[src/rtl/fvcs_pkg.sv]
// ----------------------------------------------------------------------------
// fvcs_pkg: shared types and constants
// Field widths, register codes and reset values, and the control and status
// bundles between controller and datapath.
// ----------------------------------------------------------------------------
package fvcs_pkg;

  localparam int unsigned SAMPLE_W   = 16;
  localparam int unsigned MAG_W      = 16;
  localparam int unsigned SQ_W       = 31;
  localparam int unsigned SQSUM_W    = 43;
  localparam int unsigned MS_W       = 31;
  localparam int unsigned CNT32_W    = 32;
  localparam int unsigned ACC_W      = 63;
  localparam int unsigned CLIP_THR_W = 15;
  localparam int unsigned SPCH_THR_W = 31;
  localparam int unsigned CFG_IDX_W  = 8;
  localparam int unsigned CFG_DATA_W = 32;

  localparam logic [MS_W-1:0]       MS_MAX          = 31'd1073741824;
  localparam logic [CLIP_THR_W-1:0] CLIP_THR_RESET  = 15'd32440;
  localparam logic [SPCH_THR_W-1:0] SPCH_THR_RESET  = 31'd107374;

  localparam logic [CFG_IDX_W-1:0]  CFG_CLIP_THR    = 8'd0;
  localparam logic [CFG_IDX_W-1:0]  CFG_SPEECH_THR  = 8'd1;

  typedef struct packed {
    logic clear;
    logic load;
    logic square;
    logic accum;
    logic div_start;
    logic classify;
    logic update;
  } ctrl_cmd_t;

  typedef struct packed {
    logic last;
    logic div_done;
    logic out_full;
  } dp_sts_t;

  typedef struct packed {
    logic [MS_W-1:0]    frame_mean_square;
    logic [MAG_W-1:0]   frame_peak;
    logic               frame_is_speech;
    logic               frame_clipped;
    logic [CNT32_W-1:0] frame_count;
    logic [CNT32_W-1:0] speech_count;
    logic [CNT32_W-1:0] clip_count;
    logic [MAG_W-1:0]   max_peak;
    logic [ACC_W-1:0]   signal_energy_sum;
    logic [ACC_W-1:0]   noise_energy_sum;
  } res_t;

endpackage

[src/rtl/fvcs_if.sv]
// ----------------------------------------------------------------------------
// fvcs_if: channel interfaces
// Sample input channel, configuration write channel and result channel.
// ----------------------------------------------------------------------------
interface fvcs_in_if;
  import fvcs_pkg::*;
  logic                       valid;
  logic                       ready;
  logic                       command;
  logic signed [SAMPLE_W-1:0] sample;
  logic                       last_in_frame;

  modport source (output valid, command, sample, last_in_frame, input ready);
  modport sink   (input valid, command, sample, last_in_frame, output ready);
  modport mon    (input valid, ready, command, sample, last_in_frame);
endinterface

interface fvcs_cfg_if;
  import fvcs_pkg::*;
  logic                  valid;
  logic                  ready;
  logic [CFG_IDX_W-1:0]  index;
  logic [CFG_DATA_W-1:0] data;

  modport source (output valid, index, data, input ready);
  modport sink   (input valid, index, data, output ready);
  modport mon    (input valid, ready, index, data);
endinterface

interface fvcs_out_if;
  import fvcs_pkg::*;
  logic               valid;
  logic               ready;
  logic [MS_W-1:0]    frame_mean_square;
  logic [MAG_W-1:0]   frame_peak;
  logic               frame_is_speech;
  logic               frame_clipped;
  logic [CNT32_W-1:0] frame_count;
  logic [CNT32_W-1:0] speech_count;
  logic [CNT32_W-1:0] clip_count;
  logic [MAG_W-1:0]   max_peak;
  logic [ACC_W-1:0]   signal_energy_sum;
  logic [ACC_W-1:0]   noise_energy_sum;

  modport source (output valid, frame_mean_square, frame_peak, frame_is_speech,
                  frame_clipped, frame_count, speech_count, clip_count,
                  max_peak, signal_energy_sum, noise_energy_sum, input ready);
  modport sink   (input valid, frame_mean_square, frame_peak, frame_is_speech,
                  frame_clipped, frame_count, speech_count, clip_count,
                  max_peak, signal_energy_sum, noise_energy_sum, output ready);
  modport mon    (input valid, ready, frame_mean_square, frame_peak,
                  frame_is_speech, frame_clipped, frame_count, speech_count,
                  clip_count, max_peak, signal_energy_sum, noise_energy_sum);
endinterface

[src/rtl/fvcs_div.sv]
// ----------------------------------------------------------------------------
// fvcs_div: iterative unsigned divider
// Restoring division, one quotient bit per cycle, done pulses after the
// last bit.
// ----------------------------------------------------------------------------
module fvcs_div #(
  parameter int unsigned DIVIDEND_W = 43,
  parameter int unsigned DIVISOR_W  = 13
) (
  input  logic                  clk_i,
  input  logic                  rst_ni,
  input  logic                  start_i,
  input  logic [DIVIDEND_W-1:0] dividend_i,
  input  logic [DIVISOR_W-1:0]  divisor_i,
  output logic                  done_o,
  output logic [DIVIDEND_W-1:0] quot_o
);

  localparam int unsigned STEP_W = (DIVIDEND_W > 1) ? $clog2(DIVIDEND_W) : 1;

  logic                  busy_q, busy_d;
  logic                  done_q, done_d;
  logic [STEP_W-1:0]     step_q, step_d;
  logic [DIVIDEND_W-1:0] a_q, a_d;
  logic [DIVISOR_W-1:0]  rem_q, rem_d;
  logic [DIVISOR_W-1:0]  dvs_q, dvs_d;
  logic [DIVISOR_W:0]    shifted;
  logic [DIVISOR_W:0]    diff;
  logic                  ge;

  assign shifted = {rem_q, a_q[DIVIDEND_W-1]};
  assign diff    = shifted - {1'b0, dvs_q};
  assign ge      = shifted >= {1'b0, dvs_q};

  always_comb begin
    busy_d = busy_q;
    done_d = 1'b0;
    step_d = step_q;
    a_d    = a_q;
    rem_d  = rem_q;
    dvs_d  = dvs_q;
    if (start_i) begin
      busy_d = 1'b1;
      step_d = STEP_W'(DIVIDEND_W - 1);
      a_d    = dividend_i;
      rem_d  = '0;
      dvs_d  = divisor_i;
    end else if (busy_q) begin
      a_d   = {a_q[DIVIDEND_W-2:0], ge};
      rem_d = ge ? diff[DIVISOR_W-1:0] : shifted[DIVISOR_W-1:0];
      if (step_q == '0) begin
        busy_d = 1'b0;
        done_d = 1'b1;
      end else begin
        step_d = step_q - STEP_W'(1);
      end
    end
  end

  always_ff @(posedge clk_i or negedge rst_ni) begin
    if (!rst_ni) begin
      busy_q <= 1'b0;
      done_q <= 1'b0;
      step_q <= '0;
    end else begin
      busy_q <= busy_d;
      done_q <= done_d;
      step_q <= step_d;
    end
  end

  always_ff @(posedge clk_i) begin
    a_q   <= a_d;
    rem_q <= rem_d;
    dvs_q <= dvs_d;
  end

  assign done_o = done_q;
  assign quot_o = a_q;

endmodule

[src/rtl/fvcs_dp.sv]
// ----------------------------------------------------------------------------
// fvcs_dp: datapath
// Frame accumulators, mean-square divider, classification, statistics,
// threshold registers and the result register.
// ----------------------------------------------------------------------------
module fvcs_dp #(
  parameter int unsigned MAX_FRAME = 4096
) (
  input  logic                                  clk_i,
  input  logic                                  rst_ni,
  input  fvcs_pkg::ctrl_cmd_t                   cmd_i,
  output fvcs_pkg::dp_sts_t                     sts_o,
  input  logic signed [fvcs_pkg::SAMPLE_W-1:0]  sample_i,
  input  logic                                  last_i,
  input  logic                                  cfg_valid_i,
  input  logic [fvcs_pkg::CFG_IDX_W-1:0]        cfg_index_i,
  input  logic [fvcs_pkg::CFG_DATA_W-1:0]       cfg_data_i,
  input  logic                                  res_ready_i,
  output logic                                  res_valid_o,
  output fvcs_pkg::res_t                        res_o
);
  import fvcs_pkg::*;

  localparam int unsigned CNT_W = $clog2(MAX_FRAME + 1);

  logic [CLIP_THR_W-1:0] clip_thr_q;
  logic [SPCH_THR_W-1:0] spch_thr_q;

  logic [MAG_W-1:0]   mag_d, mag_q;
  logic               last_q;
  logic [SQ_W-1:0]    sq_q;
  logic [2*MAG_W-1:0] sq_full;

  logic [SQSUM_W-1:0] fsum_q;
  logic [SQSUM_W:0]   fsum_add;
  logic [CNT_W-1:0]   fcnt_q;
  logic [MAG_W-1:0]   fpeak_q;

  logic [CNT32_W-1:0] total_q, speech_q, clip_q;
  logic [MAG_W-1:0]   opeak_q;
  logic [ACC_W-1:0]   sacc_q, nacc_q;
  logic [ACC_W:0]     sacc_add, nacc_add;

  logic               div_done;
  logic [SQSUM_W-1:0] quot;
  logic [MS_W-1:0]    ms_cap;
  logic [MS_W-1:0]    ms_q;
  logic               is_speech_q, is_clip_q;

  logic [CNT32_W-1:0] total_n, speech_n, clip_n;
  logic [MAG_W-1:0]   opeak_n;
  logic [ACC_W-1:0]   sacc_n, nacc_n;

  logic               out_valid_q;
  res_t               res_q;

  fvcs_div #(
    .DIVIDEND_W (SQSUM_W),
    .DIVISOR_W  (CNT_W)
  ) u_div (
    .clk_i      (clk_i),
    .rst_ni     (rst_ni),
    .start_i    (cmd_i.div_start),
    .dividend_i (fsum_q),
    .divisor_i  (fcnt_q),
    .done_o     (div_done),
    .quot_o     (quot)
  );

  // -32768 maps to 32768 in 16 bits unsigned
  assign mag_d    = sample_i[SAMPLE_W-1] ? (~sample_i + MAG_W'(1)) : sample_i;
  assign sq_full  = mag_q * mag_q;
  assign fsum_add = {1'b0, fsum_q} + (SQSUM_W+1)'(sq_q);
  assign ms_cap   = (quot > SQSUM_W'(MS_MAX)) ? MS_MAX : quot[MS_W-1:0];

  assign sacc_add = {1'b0, sacc_q} + (ACC_W+1)'(ms_q);
  assign nacc_add = {1'b0, nacc_q} + (ACC_W+1)'(ms_q);

  always_comb begin
    total_n  = (&total_q) ? total_q : total_q + CNT32_W'(1);
    speech_n = speech_q;
    clip_n   = clip_q;
    sacc_n   = sacc_q;
    nacc_n   = nacc_q;
    opeak_n  = (fpeak_q > opeak_q) ? fpeak_q : opeak_q;
    if (is_clip_q && !(&clip_q)) begin
      clip_n = clip_q + CNT32_W'(1);
    end
    if (is_speech_q) begin
      if (!(&speech_q)) begin
        speech_n = speech_q + CNT32_W'(1);
      end
      sacc_n = sacc_add[ACC_W] ? {ACC_W{1'b1}} : sacc_add[ACC_W-1:0];
    end else begin
      nacc_n = nacc_add[ACC_W] ? {ACC_W{1'b1}} : nacc_add[ACC_W-1:0];
    end
  end

  always_ff @(posedge clk_i or negedge rst_ni) begin
    if (!rst_ni) begin
      clip_thr_q  <= CLIP_THR_RESET;
      spch_thr_q  <= SPCH_THR_RESET;
      fsum_q      <= '0;
      fcnt_q      <= '0;
      fpeak_q     <= '0;
      total_q     <= '0;
      speech_q    <= '0;
      clip_q      <= '0;
      opeak_q     <= '0;
      sacc_q      <= '0;
      nacc_q      <= '0;
      out_valid_q <= 1'b0;
    end else begin
      if (cfg_valid_i && cfg_index_i == CFG_CLIP_THR) begin
        clip_thr_q <= cfg_data_i[CLIP_THR_W-1:0];
      end
      if (cfg_valid_i && cfg_index_i == CFG_SPEECH_THR) begin
        spch_thr_q <= cfg_data_i[SPCH_THR_W-1:0];
      end
      if (cmd_i.accum) begin
        fsum_q <= fsum_add[SQSUM_W] ? {SQSUM_W{1'b1}} : fsum_add[SQSUM_W-1:0];
        if (fcnt_q < CNT_W'(MAX_FRAME)) begin
          fcnt_q <= fcnt_q + CNT_W'(1);
        end
        if (mag_q > fpeak_q) begin
          fpeak_q <= mag_q;
        end
      end
      if (res_valid_o && res_ready_i) begin
        out_valid_q <= 1'b0;
      end
      if (cmd_i.clear) begin
        total_q  <= '0;
        speech_q <= '0;
        clip_q   <= '0;
        opeak_q  <= '0;
        sacc_q   <= '0;
        nacc_q   <= '0;
      end else if (cmd_i.update) begin
        total_q     <= total_n;
        speech_q    <= speech_n;
        clip_q      <= clip_n;
        opeak_q     <= opeak_n;
        sacc_q      <= sacc_n;
        nacc_q      <= nacc_n;
        fsum_q      <= '0;
        fcnt_q      <= '0;
        fpeak_q     <= '0;
        out_valid_q <= 1'b1;
      end
    end
  end

  always_ff @(posedge clk_i) begin
    if (cmd_i.load) begin
      mag_q  <= mag_d;
      last_q <= last_i;
    end
    if (cmd_i.square) begin
      sq_q <= sq_full[SQ_W-1:0];
    end
    if (cmd_i.classify) begin
      ms_q        <= ms_cap;
      is_speech_q <= ms_cap > spch_thr_q;
      is_clip_q   <= fpeak_q > MAG_W'(clip_thr_q);
    end
    if (cmd_i.update) begin
      res_q.frame_mean_square <= ms_q;
      res_q.frame_peak        <= fpeak_q;
      res_q.frame_is_speech   <= is_speech_q;
      res_q.frame_clipped     <= is_clip_q;
      res_q.frame_count       <= total_n;
      res_q.speech_count      <= speech_n;
      res_q.clip_count        <= clip_n;
      res_q.max_peak          <= opeak_n;
      res_q.signal_energy_sum <= sacc_n;
      res_q.noise_energy_sum  <= nacc_n;
    end
  end

  assign sts_o.last     = last_q;
  assign sts_o.div_done = div_done;
  assign sts_o.out_full = out_valid_q;
  assign res_valid_o    = out_valid_q;
  assign res_o          = res_q;

endmodule

[src/rtl/fvcs_ctrl.sv]
// ----------------------------------------------------------------------------
// fvcs_ctrl: sequencing controller
// Steps each sample item through square and accumulate and, on a frame end,
// the divide, classify and update phases; clear items act in the idle state.
// ----------------------------------------------------------------------------
module fvcs_ctrl (
  input  logic                 clk_i,
  input  logic                 rst_ni,
  input  logic                 in_valid_i,
  input  logic                 in_command_i,
  output logic                 in_ready_o,
  input  fvcs_pkg::dp_sts_t    sts_i,
  output fvcs_pkg::ctrl_cmd_t  cmd_o
);
  import fvcs_pkg::*;

  localparam logic [2:0] S_IDLE   = 3'd0;
  localparam logic [2:0] S_SQ     = 3'd1;
  localparam logic [2:0] S_ACC    = 3'd2;
  localparam logic [2:0] S_DSTART = 3'd3;
  localparam logic [2:0] S_DIV    = 3'd4;
  localparam logic [2:0] S_CLS    = 3'd5;
  localparam logic [2:0] S_UPD    = 3'd6;

  logic [2:0] state_q, state_d;

  always_comb begin
    state_d    = state_q;
    in_ready_o = 1'b0;
    cmd_o      = '0;
    unique case (state_q)
      S_IDLE: begin
        in_ready_o = 1'b1;
        if (in_valid_i) begin
          if (in_command_i) begin
            cmd_o.clear = 1'b1;
          end else begin
            cmd_o.load = 1'b1;
            state_d    = S_SQ;
          end
        end
      end
      S_SQ: begin
        cmd_o.square = 1'b1;
        state_d      = S_ACC;
      end
      S_ACC: begin
        cmd_o.accum = 1'b1;
        state_d     = sts_i.last ? S_DSTART : S_IDLE;
      end
      S_DSTART: begin
        cmd_o.div_start = 1'b1;
        state_d         = S_DIV;
      end
      S_DIV: begin
        if (sts_i.div_done) begin
          state_d = S_CLS;
        end
      end
      S_CLS: begin
        cmd_o.classify = 1'b1;
        state_d        = S_UPD;
      end
      S_UPD: begin
        if (!sts_i.out_full) begin
          cmd_o.update = 1'b1;
          state_d      = S_IDLE;
        end
      end
      default: begin
        state_d = S_IDLE;
      end
    endcase
  end

  always_ff @(posedge clk_i or negedge rst_ni) begin
    if (!rst_ni) begin
      state_q <= S_IDLE;
    end else begin
      state_q <= state_d;
    end
  end

endmodule

[src/rtl/frame_level_vad_clip_stats_core.sv]
// ----------------------------------------------------------------------------
// frame_level_vad_clip_stats_core: frame energy VAD and clip statistics
//
//   channel  dir  modport  carries
//   in_i     in   sink     command, sample, last_in_frame
//   cfg_i    in   sink     index, data (0 clip_threshold, 1 speech_threshold)
//   res_o    out  source   frame result and running statistics
//
// A clear item is taken in the idle state; a sample item is loaded, squared and
// accumulated. A frame-closing sample then goes on to a divider start, the
// 43-bit bit-serial divide that forms the mean square, classify and update.
// rst_ni clears the frame accumulators and statistics and loads the
// threshold reset values. The result register holds a finished frame while
// following samples are taken; the next frame end waits until it is read.
// cfg_i is always ready.
// ----------------------------------------------------------------------------
module frame_level_vad_clip_stats_core #(
  parameter int unsigned MAX_FRAME = 4096
) (
  input  logic              clk_i,
  input  logic              rst_ni,
  fvcs_in_if.sink           in_i,
  fvcs_cfg_if.sink          cfg_i,
  fvcs_out_if.source        res_o
);
  import fvcs_pkg::*;

  ctrl_cmd_t cmd;
  dp_sts_t   sts;
  res_t      res;
  logic      res_valid;
  logic      in_ready;

  fvcs_ctrl u_ctrl (
    .clk_i        (clk_i),
    .rst_ni       (rst_ni),
    .in_valid_i   (in_i.valid),
    .in_command_i (in_i.command),
    .in_ready_o   (in_ready),
    .sts_i        (sts),
    .cmd_o        (cmd)
  );

  fvcs_dp #(
    .MAX_FRAME (MAX_FRAME)
  ) u_dp (
    .clk_i       (clk_i),
    .rst_ni      (rst_ni),
    .cmd_i       (cmd),
    .sts_o       (sts),
    .sample_i    (in_i.sample),
    .last_i      (in_i.last_in_frame),
    .cfg_valid_i (cfg_i.valid),
    .cfg_index_i (cfg_i.index),
    .cfg_data_i  (cfg_i.data),
    .res_ready_i (res_o.ready),
    .res_valid_o (res_valid),
    .res_o       (res)
  );

  assign in_i.ready  = in_ready;
  assign cfg_i.ready = 1'b1;

  assign res_o.valid             = res_valid;
  assign res_o.frame_mean_square = res.frame_mean_square;
  assign res_o.frame_peak        = res.frame_peak;
  assign res_o.frame_is_speech   = res.frame_is_speech;
  assign res_o.frame_clipped     = res.frame_clipped;
  assign res_o.frame_count       = res.frame_count;
  assign res_o.speech_count      = res.speech_count;
  assign res_o.clip_count        = res.clip_count;
  assign res_o.max_peak          = res.max_peak;
  assign res_o.signal_energy_sum = res.signal_energy_sum;
  assign res_o.noise_energy_sum  = res.noise_energy_sum;

endmodule

[src/flat_wrapper.sv]
// flat-port wrapper written by rule: the top's interface ports become plain ports
module frame_level_vad_clip_stats_core_flat import fvcs_pkg::*;
#(
  parameter int unsigned MAX_FRAME = 4096
)
  (clk_i, rst_ni, in_i_valid, in_i_command, in_i_sample, in_i_last_in_frame, in_i_ready, cfg_i_valid, cfg_i_index, cfg_i_data, cfg_i_ready, res_o_valid, res_o_frame_mean_square, res_o_frame_peak, res_o_frame_is_speech, res_o_frame_clipped, res_o_frame_count, res_o_speech_count, res_o_clip_count, res_o_max_peak, res_o_signal_energy_sum, res_o_noise_energy_sum, res_o_ready);
  fvcs_in_if in_i_i ();
  fvcs_cfg_if cfg_i_i ();
  fvcs_out_if res_o_i ();
  input  logic clk_i;
  input  logic rst_ni;
  input wire logic [$bits(in_i_i.valid)-1:0] in_i_valid;
  input wire logic [$bits(in_i_i.command)-1:0] in_i_command;
  input wire logic [$bits(in_i_i.sample)-1:0] in_i_sample;
  input wire logic [$bits(in_i_i.last_in_frame)-1:0] in_i_last_in_frame;
  output wire logic [$bits(in_i_i.ready)-1:0] in_i_ready;
  input wire logic [$bits(cfg_i_i.valid)-1:0] cfg_i_valid;
  input wire logic [$bits(cfg_i_i.index)-1:0] cfg_i_index;
  input wire logic [$bits(cfg_i_i.data)-1:0] cfg_i_data;
  output wire logic [$bits(cfg_i_i.ready)-1:0] cfg_i_ready;
  output wire logic [$bits(res_o_i.valid)-1:0] res_o_valid;
  output wire logic [$bits(res_o_i.frame_mean_square)-1:0] res_o_frame_mean_square;
  output wire logic [$bits(res_o_i.frame_peak)-1:0] res_o_frame_peak;
  output wire logic [$bits(res_o_i.frame_is_speech)-1:0] res_o_frame_is_speech;
  output wire logic [$bits(res_o_i.frame_clipped)-1:0] res_o_frame_clipped;
  output wire logic [$bits(res_o_i.frame_count)-1:0] res_o_frame_count;
  output wire logic [$bits(res_o_i.speech_count)-1:0] res_o_speech_count;
  output wire logic [$bits(res_o_i.clip_count)-1:0] res_o_clip_count;
  output wire logic [$bits(res_o_i.max_peak)-1:0] res_o_max_peak;
  output wire logic [$bits(res_o_i.signal_energy_sum)-1:0] res_o_signal_energy_sum;
  output wire logic [$bits(res_o_i.noise_energy_sum)-1:0] res_o_noise_energy_sum;
  input wire logic [$bits(res_o_i.ready)-1:0] res_o_ready;
  assign in_i_i.valid = in_i_valid;
  assign in_i_i.command = in_i_command;
  assign in_i_i.sample = in_i_sample;
  assign in_i_i.last_in_frame = in_i_last_in_frame;
  assign in_i_ready = in_i_i.ready;
  assign cfg_i_i.valid = cfg_i_valid;
  assign cfg_i_i.index = cfg_i_index;
  assign cfg_i_i.data = cfg_i_data;
  assign cfg_i_ready = cfg_i_i.ready;
  assign res_o_valid = res_o_i.valid;
  assign res_o_frame_mean_square = res_o_i.frame_mean_square;
  assign res_o_frame_peak = res_o_i.frame_peak;
  assign res_o_frame_is_speech = res_o_i.frame_is_speech;
  assign res_o_frame_clipped = res_o_i.frame_clipped;
  assign res_o_frame_count = res_o_i.frame_count;
  assign res_o_speech_count = res_o_i.speech_count;
  assign res_o_clip_count = res_o_i.clip_count;
  assign res_o_max_peak = res_o_i.max_peak;
  assign res_o_signal_energy_sum = res_o_i.signal_energy_sum;
  assign res_o_noise_energy_sum = res_o_i.noise_energy_sum;
  assign res_o_i.ready = res_o_ready;
  frame_level_vad_clip_stats_core #(.MAX_FRAME(MAX_FRAME)) u_core (.clk_i(clk_i), .rst_ni(rst_ni), .in_i(in_i_i), .cfg_i(cfg_i_i), .res_o(res_o_i));
endmodule
[config.mk]
export PLATFORM = sky130hd
export DESIGN_NAME = frame_level_vad_clip_stats_core_flat
export DESIGN_NICKNAME = d
export VERILOG_FILES = /design/src/rtl/fvcs_pkg.sv /design/src/rtl/fvcs_if.sv /design/src/rtl/fvcs_div.sv /design/src/rtl/fvcs_dp.sv /design/src/rtl/fvcs_ctrl.sv /design/src/rtl/frame_level_vad_clip_stats_core.sv /design/src/flat_wrapper.sv
export SDC_FILE = /design/constraint.sdc
export NUM_CORES = 2
export LEC_CHECK = 0
export ABC_AREA = 1
export ABC_CLOCK_PERIOD_IN_PS = 32400
export BUFFER_PORTS_ARGS = -buffer_cell sky130_fd_sc_hd__buf_2
export CAP_MARGIN = 30
export CORE_ASPECT_RATIO = 1.2
export CORE_MARGIN = 2
export CORE_UTILIZATION = 40
export CTS_BUF_LIST = sky130_fd_sc_hd__clkbuf_16
export CTS_CLUSTER_DIAMETER = 200
export DETAILED_ROUTE_END_ITERATION = 16
export HOLD_SLACK_MARGIN = 0.1
export REMOVE_ABC_BUFFERS = 1
export SYNTH_ARGS = -nofsm -noshare
export SYNTH_HDL_FRONTEND = slang
export SYNTH_HIERARCHICAL = 1
export SYNTH_SLANG_ARGS = --single-unit
[constraint.sdc]
create_clock -name clk_i -period 32.4 [get_ports clk_i]
set_input_delay 6.48 -clock clk_i [delete_from_list [all_inputs] [get_ports clk_i]]
set_output_delay 6.48 -clock clk_i [all_outputs]
set_load 0.05 [all_outputs]
Word-level counts from Yosys, hierarchy flattened
Cells that the tools add are included.
- input port bits: 63
- logic and storage cells: 149
- bits in registers: 805
- output and inout port bits: 290
- mux-type cells: 67
- bitwise gates (word level): 1
- multiply operators: 1
- add/subtract/negate cells: 10
- equality and inequality tests: 12
- magnitude comparators: 7
- reductions and logical operators: 15
- operator list (operator ; count):
    $mux 63 ; 8
    $mux 32 ; 10
    $mux 43 ; 6
    $add 63x31->64 ; 2
    $mux 16 ; 7
    $add 32x1->32 const B ; 3
    $reduce_and 32->1 ; 3
    $mux 13 ; 5
    $add 43x31->44 ; 1
    $gt 43x31->1 const B ; 1
    $gt 16x16->1 ; 2
    $gt 31x31->1 ; 1
    $mul 16x16->31 ; 1
    $mux 31 ; 1
    $pmux 3 s7 ; 1
    $mux 1 ; 18
    $mux 6 ; 3
    $add 16x2->16 const B ; 1
    $gt 16x15->1 ; 1
    $not 16->16 ; 1
    $mux 15 ; 1
    $ge 14x13->1 ; 1
    $add 13x1->13 const B ; 1
    $lt 13x13->1 const B ; 1
    other kinds (18) ; 33

Logic depth before layout (Yosys ltp)
- depth in word-level cells: 6
- depth in mapped cells: 26

Modules after synthesis
The synthesis kept the hierarchy.
- modules (own cells, without submodules) (module ; instances ; area each (um2) ; cells each):
    fvcs_dp ; 1 ; 50896.3 ; 6588
    fvcs_div ; 1 ; 4182.8 ; 506
    fvcs_ctrl ; 1 ; 222.7 ; 38
    frame_level_vad_clip_stats_core ; 1 ; 11.3 ; 2

Worst setup path after synthesis
Ideal clock, no wire load.
- path kind: register to register
- start point: register u_core.u_ctrl.state_q[0]
- end point: register u_core.u_dp.clip_q[11]
- data required time: 32259 ps
- arrival time: 30555 ps
- setup slack: 1704 ps
- period minus slack after synthesis: 30696 ps
- cell stages (with the launch flop): 7
- library setup time: 141 ps
- cells stage by stage: dfrtp_1 > nor4_1 > nor2_1 > inv_1 > clkbuf_1 > clkbuf_1 > o22ai_1
- RTL lines (element ; RTL line ; text):
    start, declared ; fvcs_ctrl.sv:25 ; logic [2:0] state_q, state_d;
    start signal, assigned ; fvcs_ctrl.sv:80 ; state_q <= state_d;
    end signal, assigned ; fvcs_dp.sv:142 ; clip_q <= clip_n;
    end, declared ; fvcs_dp.sv:39 ; logic [CNT32_W-1:0] total_q, speech_q, clip_q;

==> summary.md <==
| Metric | Value |
|---|---|
| Status | complete, no violations |
| Worst-path clk slew | 60 ps |
| Nature of the critical path startpoint | input port |
| NetSw | 519 µW |
| Max cap viols | 0 |
| Layout Nets | 7,944 |
| Starting Density | 40.3% |
| Commonest non-fill, non-tap cells in the layout | 2,207 x nand2_1, 1,308 x inv_1, 503 x nor2_1 |
| Hold-critical path depth | 2 |
| Gr usage total | 22.7% |
| Initial antenna violation count | 7 |
| Non-Filler Instances | 9,317 |
| Switching Share | 23.5% |
| Ratio of cells with drive above 1 in the final layout | 9.41% |
| Die height | 411 µm |
| Clock share of power | 46.8% |
| Commonest non-fill, non-tap cell in the layout | nand2_1 |
| IO buf count | 350 |
| Register area share after synthesis | 40.1% |
| Num CTS Buffers | 92 |
| CTS Buffer Depth | 3 |
| 1st-iter DRT viols | 3,104 |
| R2R Setup Slk | 25,730 ps |
| Top cells by area, synth | edfxtp_1 23%, dfrtp_1 16%, nand2_1 15%, inv_1 8.7%, ha_1 6.6% |
| Worst Path Arrival | 9090 ps |
| Final setup violation count | 0 |
| Share of the synthesized area in the top cell type | 23.0% |
| Reg2Reg Depth | 18 |
| Worst hold slack | 474 ps |
| Htree depth | 3 |
| Reg-to-Reg Start | u_core/u_dp/mag_q[11] |
| Worst Tran Pin Value | 1050 ps |
| Number of warnings issued by yosys | 6 |
| Reg-to-reg critical path endpoint | u_core/u_dp/sq_q[15] |
| Drt drc | 0 |
| Pin count of the biggest net entering global routing | 149 |
| Die ar. | 0.141 mm² |
| Fill count | 13,822 |
| Sequential power share | 49.4% |
| Area Growth Syn to Fin | 11.8% |
| Peak VDD IR | 0.0463 mV |
| Grt ovf | 0 |
| Post-synth EDFFs | 423 |
| RSZ-0062 raised after global routing | false |
| # resized after CTS | 0 |
| Dpl ws | 23,270 ps |
| Hold Startpoint | u_core/u_dp/u_div/rem_q[7] |
| Register area | 0.0222 mm² |
| Clk sink count | 804 |
| Pwr/cell area | 35.7 mW/mm² |
| Number of instances in the placed design | 9,140 |
| Pwr Total | 2210 µW |
| CP Capture Type | flip-flop |
| Synth Cell Area | 0.0553 mm² |
| Final wirelength | 161,000 µm |
| Root buffer cell | clkbuf_16 |
| First-pass GRT wire length | 251,000 µm |
| Ys async rst share | 45.8% |
| Final worst-path cycle share | 26.0% |
| Gpl congestion | 0.945 |
| Pleak | 0.0316 µW |
| Antenna Nets Post-Route | 0 |
| Num rows | 149 |
| DP HPWL | 123,000 µm |
| Internal | 1690 µW |
| Final worst-path setup slack | 23,970 ps |
| Syn Area/Cell | 7.75 µm² |
| TritonCTS clock tree | yes |
| Syn Inst Count | 7,134 |
| Worst min path class | flip-flop to flip-flop |
| Slowest cell delay on critical path | 760 ps |
| WS Path Type | input port to flip-flop |
| Post-CTS setup repair buffer count | 0 |
| Clock latency on the worst-skew pair | 740 ps |
| Synth area leader | edfxtp_1 |
| Vias in the first global route | 45,519 |
| DR WL/cell | 17.2 µm |
| Crit Path Max Fanout | 61 |
| Skew final | 35.0 ps |
| Logic pwr share | 3.8% |
| Cell chain of the critical path | buf_2, nand2_1, nor2_1, nor2_4, buf_4, buf_4, nand3_1, nand2_1 |
| Peak Freq | 0.119 GHz |
| # IOs | 353 |
| Required time of the critical path | 33,050 ps |
| Relative slew slack | 30.0% |
| Hold worst-path end | u_core/u_dp/u_div/rem_q[7] |
| Fin. max-slew vios | 0 |
| Core area | 0.137 mm² |
| Synth cell types | 66 |
| Prevailing post-synth register cell | edfxtp_1 |
| Hold Fails Final Rpt | 0 |
| Die Wd | 343 µm |
| Slowest cell on the critical path | buf_4 |
| Via Count | 46,333 |
| Synthesis-stage register bit count | 804 |
| Setup_tns | 0 ps |
| Via/cell ratio | 4.97 |
| Fin crit period | 8430 ps |
| First-pass detailed-route iteration total | 6 |
| Hold buffer count at CTS | 0 |
| Multi-input gate area | 0.0274 mm² |
==> layout make-up <==
| cell class | count | share of cell area [%] |
|---|---|---|
| repair buffers | 388 | 3.46 |
| multi-input cells | 4840 | 44.3 |
| clock inverters | 80 | 0.965 |
| clock buffers | 94 | 3.80 |
| diodes | 1 | 0.00405 |
| inverters | 1298 | 7.88 |
| well taps | 1812 | 3.67 |
| flip-flops and latches | 804 | 35.9 |
==> how the worst max path moves through the flow <==
stage	from	to	slack, ps	cells after the start
after floorplan	u_core/u_ctrl/state_q[0]	u_core/u_dp/clip_q[0]	-42190	4
after global placement	in_i_valid	u_core/u_dp/opeak_q[8]	23250	8
after detailed placement	in_i_valid	u_core/u_dp/opeak_q[11]	23270	8
after CTS	u_core/u_ctrl/state_q[0]	in_i_ready	23960	4
after global routing	in_i_valid	u_core/u_dp/fcnt_q[9]	23800	8
final	in_i_valid	u_core/u_dp/opeak_q[5]	23970	8
==> registers in the layout, indices dropped and copies added (netlist names), 3 cells and up <==
| register | flops |
|---|---|
| u_core/u_ctrl/state_q | 3 |
| u_core/u_dp/clip_q | 32 |
| u_core/u_dp/clip_thr_q | 15 |
| u_core/u_dp/fcnt_q | 13 |
| u_core/u_dp/fpeak_q | 16 |
| u_core/u_dp/fsum_q | 43 |
| u_core/u_dp/mag_q | 16 |
| u_core/u_dp/ms_q | 31 |
| u_core/u_dp/nacc_q | 63 |
| u_core/u_dp/opeak_q | 16 |
| u_core/u_dp/res_o | 287 |
| u_core/u_dp/sacc_q | 63 |
| u_core/u_dp/spch_thr_q | 31 |
| u_core/u_dp/speech_q | 32 |
| u_core/u_dp/sq_q | 30 |
| u_core/u_dp/total_q | 32 |
| u_core/u_dp/u_div/dvs_q | 13 |
| u_core/u_dp/u_div/quot_o | 43 |
| u_core/u_dp/u_div/rem_q | 13 |
| u_core/u_dp/u_div/step_q | 6 |
==> power by group through the flow <==
stage                     Combinational, µW  Clock, µW  Sequential (µW)
after floorplan                        49.4          0             1110
after global placement                 83.2          0             1110
after detailed placement               84.4          0             1110
after CTS                              84.8       1060             1090
after global routing                   96.0       1100             1090
final                                  83.9       1030             1090
==> through the flow <==
stage,instance area (µm²),util (%)
5_1_grt,61800,45.0
3_3_place_gp,58800,42.8
3_5_place_dp,58800,42.8
2_1_floorplan,54400,-
4_1_cts,61800,45.0
6_report,61900,45.0
==> routing by layer <==
layer,track usage (%),vias up,routed length [µm]
li1,-,23122,-
met1,29.4,21928,70000
met2,39.4,1068,78900
met3,2.38,211,7070
met4,7.59,4,4540
met5,0,-,28
==> worst max-delay path: cells and delay by family <==
| kind | cells | cell delay (ps) |
|---|---|---|
| buffers and inverters | 3 | 1470 |
| AND/OR/NAND/NOR | 5 | 1000 |
==> cells by family (layout without fill, tap and decap cells) <==
kind of cell | Yosys count | count (layout) | synth area share, %
compound gates | 642 | 642 | 6.45
xor+xnor | 200 | 200 | 3.18
fa+ha+maj | 457 | 457 | 12.6
buf+inv | 1490 | 1860 | 10.4
flops | 804 | 804 | 40.1
other cells | 1 | 2 | 0.00678
simple gates | 3540 | 3540 | 27.3
==> synthesized netlist by cell type, types with 9 or more instances <==
cell / n
o21ai_1: 25
xnor2_1: 40
o22ai_1: 27
a31oi_1: 21
xor2_1: 159
and2_1: 23
o21ai_0: 241
buf_6: 10
buf_1: 16
dfrtp_1: 348
o211ai_1: 10
fa_1: 166
nand4_1: 102
nor4_1: 43
buf_4: 9
a21oi_1: 226
nor2_1: 507
inv_1: 1288
dfxtp_1: 13
nand3b_1: 23
clkbuf_1: 135
o21a_1: 11
inv_2: 9
edfxtp_1: 423
o21bai_1: 15
a21boi_0: 36
nor2_2: 11
nand2_2: 12
ha_1: 291
nand2_1: 2207
nor3_1: 77
or2_2: 43
dfstp_2: 20
nand3_1: 419
buf_2: 21
nand3_2: 43
Power figures use the tool's default switching activity.
